`src/design/pdo_rx_store.sv`:
```
module pdo_rx_store #(
  parameter int WIDTH = 8,
  parameter int DEPTH = 2,
  localparam int AW = $clog2(DEPTH)
) (
  input  logic             clk,
  input  logic             rst_n,
  input  logic             rd_en,
  input  logic [AW-1:0]    rd_addr,
  output logic [WIDTH-1:0] rd_data,
  input  logic             wr_en,
  input  logic [AW-1:0]    wr_addr,
  input  logic [WIDTH-1:0] wr_data
);

  logic [WIDTH-1:0] mem [DEPTH];
  logic [DEPTH-1:0] vld_r;
  logic [WIDTH-1:0] rd_mem_r;
  logic             rd_vld_r;
  logic             fwd_hit_r;
  logic [WIDTH-1:0] fwd_data_r;

  always_ff @(posedge clk) begin
    if (wr_en) begin
      mem[wr_addr] <= wr_data;
    end
    if (rd_en) begin
      rd_mem_r <= mem[rd_addr];
    end
  end

  always_ff @(posedge clk) begin
    if (!rst_n) begin
      vld_r <= '0;
    end else if (wr_en) begin
      vld_r[wr_addr] <= 1'b1;
    end
  end

  // A write in the same cycle as the read supplies the newer value.
  always_ff @(posedge clk) begin
    if (rd_en) begin
      rd_vld_r   <= vld_r[rd_addr];
      fwd_hit_r  <= wr_en && (wr_addr == rd_addr);
      fwd_data_r <= wr_data;
    end
  end

  assign rd_data = fwd_hit_r ? fwd_data_r : (rd_vld_r ? rd_mem_r : '0);

endmodule

```
`config.mk`:
```
export PLATFORM = sky130hd
export DESIGN_NAME = pdo_rx_store
export DESIGN_NICKNAME = d
export VERILOG_FILES = /design/src/design/pdo_rx_store.sv
export SDC_FILE = /design/constraint.sdc
export NUM_CORES = 1
export LEC_CHECK = 0
export BUFFER_PORTS_ARGS = -buffer_cell sky130_fd_sc_hd__buf_4
export CAP_MARGIN = 10
export CORE_MARGIN = 10
export CORE_UTILIZATION = 48
export DETAILED_ROUTE_END_ITERATION = 10
export PLACE_DENSITY = 0.7
export SETUP_SLACK_MARGIN = 0.3
export SLEW_MARGIN = 20
export SYNTH_ARGS = -nofsm -noshare
export SYNTH_HDL_FRONTEND = slang
export SYNTH_SLANG_ARGS = --single-unit
```
`constraint.sdc`:
```
create_clock -name clk -period 2.7 [get_ports clk]
set_input_delay 0.27 -clock clk [delete_from_list [all_inputs] [get_ports clk]]
set_output_delay 0.27 -clock clk [all_outputs]
set_load 0.05 [all_outputs]
```
# Word-level counts from Yosys, hierarchy flattened
# Memories as Yosys holds them, arrays and structs flattened. A register that Yosys moved wholly into a read port is not among the register bits.
# Cells that the tools add are included.
# W data, S select, Z words.
[totals]
memories = 1
elab_cells = 20
out_inout_bits = 8
latch_bits = 0
romBits = 0
reg_bits = 12
mem_bits_rw = 16
[mem_list]
columns = ["memory", "words", "word_bits", "rd", "rd_ports_with_merged_regs", "wr", "line_no", "text"]
rows = [
  ["mem", 2, 8, 1, 1, 1, "16", "logic [WIDTH-1:0] mem [DEPTH];"],
]
[op_classes]
n_mul = 0
n_reduce_logical = 2
bitwise = 1
mux = 8
n_shift = 0
n_lt_le_gt_ge = 3
n_addsub = 0
div = 0
n_eq_ne = 1
[op_table]
columns = ["cell", "n"]
rows = [
  ["$mux W8", 2],
  ["$mux W1", 5],
  ["$lt A1 B2 Y1 const B", 2],
  ["$logic_and A1 B1 Y1", 2],
  ["$or A2 B2 Y2", 1],
  ["$demux W1 S1", 1],
  ["$eq A1 B1 Y1", 1],
  ["$ge A1 B1 Y1 const B", 1],
]

# Depth between registers and ports, before layout
[logic_depth]
ltp_word = 5
depth_mapped = 4
mapped_depth_nobuf = 2

# Worst setup path after synthesis
# OpenSTA, ideal clock, no wires.
[synth_path]
path_type = "flip-flop to output port"
from = "reg fwd_hit_r"
to = "out rd_data[2]"
path_stages_with_launch = 3
t_required_ns = 2.430
t_arrival_ns = 1.611
setup_slack_ns = 0.819
path_cell_list = "edfxtp_1 buf_6 o21ai_0"
[synth_between]
elab_chain_len = 1
[synth_lines]
columns = ["item", "line_no", "text"]
rows = [
  ["start: declaration", "20", "logic fwd_hit_r;"],
  ["start signal: assignment", "44", "fwd_hit_r <= wr_en && (wr_addr == rd_addr);"],
  ["$mux W8", "49", "assign rd_data = fwd_hit_r ? fwd_data_r : (rd_vld_r ? rd_mem_r : '0);"],
  ["end: declaration", "10", "output logic [WIDTH-1:0] rd_data,"],
]
# No other way between the ends.

# Worst setup path in the final report
[layout_path]
from = "reg fwd_hit_r"
to = "out rd_data[5]"
# Same word-level chain as after synthesis.

==> impl_results.md <==
* Peak fanout along the critical path at 10
* Slew Limit Fails at 0
* Critical path capture point type: primary output
* Arrival time worst endpoint at 1.59 ns
* Antenna Nets Post-Route at 0
* Most common cell in the synthesized netlist: edfxtp_1
* Post-route DRC violation count at 0
* IO Port Bufs at 21
* Worst path slowest cell: edfxtp_1
* Post-DP Area at 1489 um2
* Post-CTS sizing at 0
* Root Buffer: clkbuf_4
* Top cells by count, synth: edfxtp_1, mux2_2, a22o_1, buf_6
* GRT Total Usage at 8.724%
* Initial antenna violation count at 0
* Yosys reg bits at 36
* Post-synthesis sequential area ratio at 80.00%
* Post-synth EDFFs at 34
* Final core utilization at 56.60%
* Pin count of the biggest net entering global routing at 19
* Critical path class: reg2out
* Top cell type's share of synthesized area at 76.98%
* Buf/Inv on CP at 1
* Vias post-DR at 630
* Leading area contributor after synthesis: edfxtp_1
* Critical path data required time at 2.43 ns
* Number of global-route vias before repair at 698
* DR vias/cell at 5.207
* Synth area leaders: edfxtp_1, mux2_2, a22o_1
* Drt first pass iters at 4
* Hold buffer count at CTS at 0
* Setup Buffers After CTS at 0
* CTS H-tree lvls at 2
* CTS Buf Count at 5
* Drt wl/cell at 16.96 um
* Crit path launch type: flip-flop
* Area of the multi-input gates at 231.5 um2
* Mapped Cells at 65
* Fill cell count at 225
* Relative slew slack at 46.11%
* Syn_nets at 79
* Total power density per cell area at 687.2 nW/um2
* Worst Max-Slew Pin Slew at 0.8066 ns
* F_max at 538.4 MHz
* Layout cells sized above 1 at 40.00%
* Hold/Removal Path Class: in2reg
* Lkg Pwr at 0.0005590 uW
* Avg Cell Area, Syn at 20.40 um2
* Final Hold Fails at 0
* Area delta synth->final at 15.66%
* First-pass GRT wire length at 3.374 mm
* Register area at 1061 um2
* Top FF cell, synth: edfxtp_1
* Nets at 104
* Iter 0 DRT Violations at 25
* Asr flop ratio synth at 0%
* Skew final at 0.007574 ns
* Ant diodes at 0
* DIE AREA at 5266 um2
* Clock sinks at 36
* Critical-path cell list: nor2b_4 > a22o_1 > buf_4
* Max-cap violations at 0
* CTS clk-pin slew, worst paths at 0.10 ns
* Final Cycle Share at 68.80%
* Min Tclk post-route at 1.857 ns
* Die width at 72.57 um
* Distinct cells, synth at 12
* Status: complete, no violations
* Setup TNS at 0 ns
* Final-report setup violation count at 0
* Die Y at 72.57 um
* Worst vdd ir at 0.4954 mV
* DRT Wirelength at 2.052 mm
* Clk buf depth at 2
* Clk_lat worst skew at 0.33 ns
* # IOs at 22
* RePlAce Congestion at 0.7033
* Global route overflow at 0
* Core area at 2710 um2
* Num rows at 19
* Delay of the slowest critical-path stage at 0.59 ns
* TritonCTS clock tree: done
* Synth Warn # at 0
* Mapped cell area at 1326 um2
* Initial core utilization at 48.94%
* Fin area at 1534 um2
* Unrepaired setup endpoints after global routing: false
* Crit path max-delay family: flip-flops
where the power goes:
part / switching (uW) / internal [uW]
clock: 155 / 90.8
combinational: 83.3 / 54.2
sequential: 14.5 / 656
total: 253 / 801
state kept, by name, summed over array words and instances (netlist names):
name        cells
fwd_hit_r       1
rd_vld_r        1
mem            16
vld_r           2
fwd_data_r      8
rd_mem_r        8
area by class of cell:
cell class | instances | share of cell area (%)
tap | 31 | 2.529
sequential | 36 | 69.17
clock inverter | 2 | 0.4894
timing repair buffer | 21 | 10.28
multi-input combinational | 26 | 15.09
clock buffer | 5 | 2.447
metrics by stage:
stage,total power (uW),hold WS (ns),cells,worst slack (ns)
3_5_place_dp,824.0,0.4519,114,1.182
5_1_grt,1105,0.1067,121,0.7245
6_report,1054,0.1295,121,0.8425
4_1_cts,1069,0.1157,121,0.8126
3_3_place_gp,819.9,0.4462,114,1.205
2_1_floorplan,773.6,0.3689,65,0.8189
cells by family (layout without fill, tap and decap cells):
kind of cell	after synthesis	after routing	share of synthesized area (%)
DFF	36	36	80.00
buffers and inverters	3	28	2.547
muxes	9	9	7.642
AOI/OAI and AO/OA	10	10	6.131
and+or+nand+nor	6	6	3.019
xor gates and xnor gates	1	1	0.6605
cells in the final DEF (no fill, tap or decap):
master	netlist	final
a22o_1	7	7
and2_1	2	2
buf_4	0	21
clkbuf_4	0	5
clkinv_1	0	2
dfxtp_1	2	2
edfxtp_1	34	34
mux2_2	9	9
nand2_1	2	2
nor2b_1	1	1
nor2b_4	1	1
o21a_1	2	2
o21ai_0	1	1
xnor2_1	1	1
final timing paths:
| check | from | to | slack (ns) | cells after the start |
|---|---|---|---|---|
| setup / recovery | fwd_hit_r | rd_data[5] | 0.84 | 3 |
| hold reg to reg | vld_r[1] | vld_r[1] | 0.47 | 1 |
| setup reg to reg | mem[1][0] | rd_mem_r[0] | 1.82 | 1 |
| hold / removal | wr_data[1] | mem[1][1] | 0.13 | 1 |
per-layer routing:
| layer | routed length [um] | vias to the layer above | GRT usage (%) |
|---|---|---|---|
| met4 | 50 | 0 | 6.329 |
| met1 | 891 | 300 | 9.524 |
| met5 | 0 | - | 0 |
| met2 | 963 | 20 | 12.91 |
| li1 | - | 305 | - |
| met3 | 146 | 5 | 4.223 |
No activity file was read; power rests on OpenSTA's default activity.
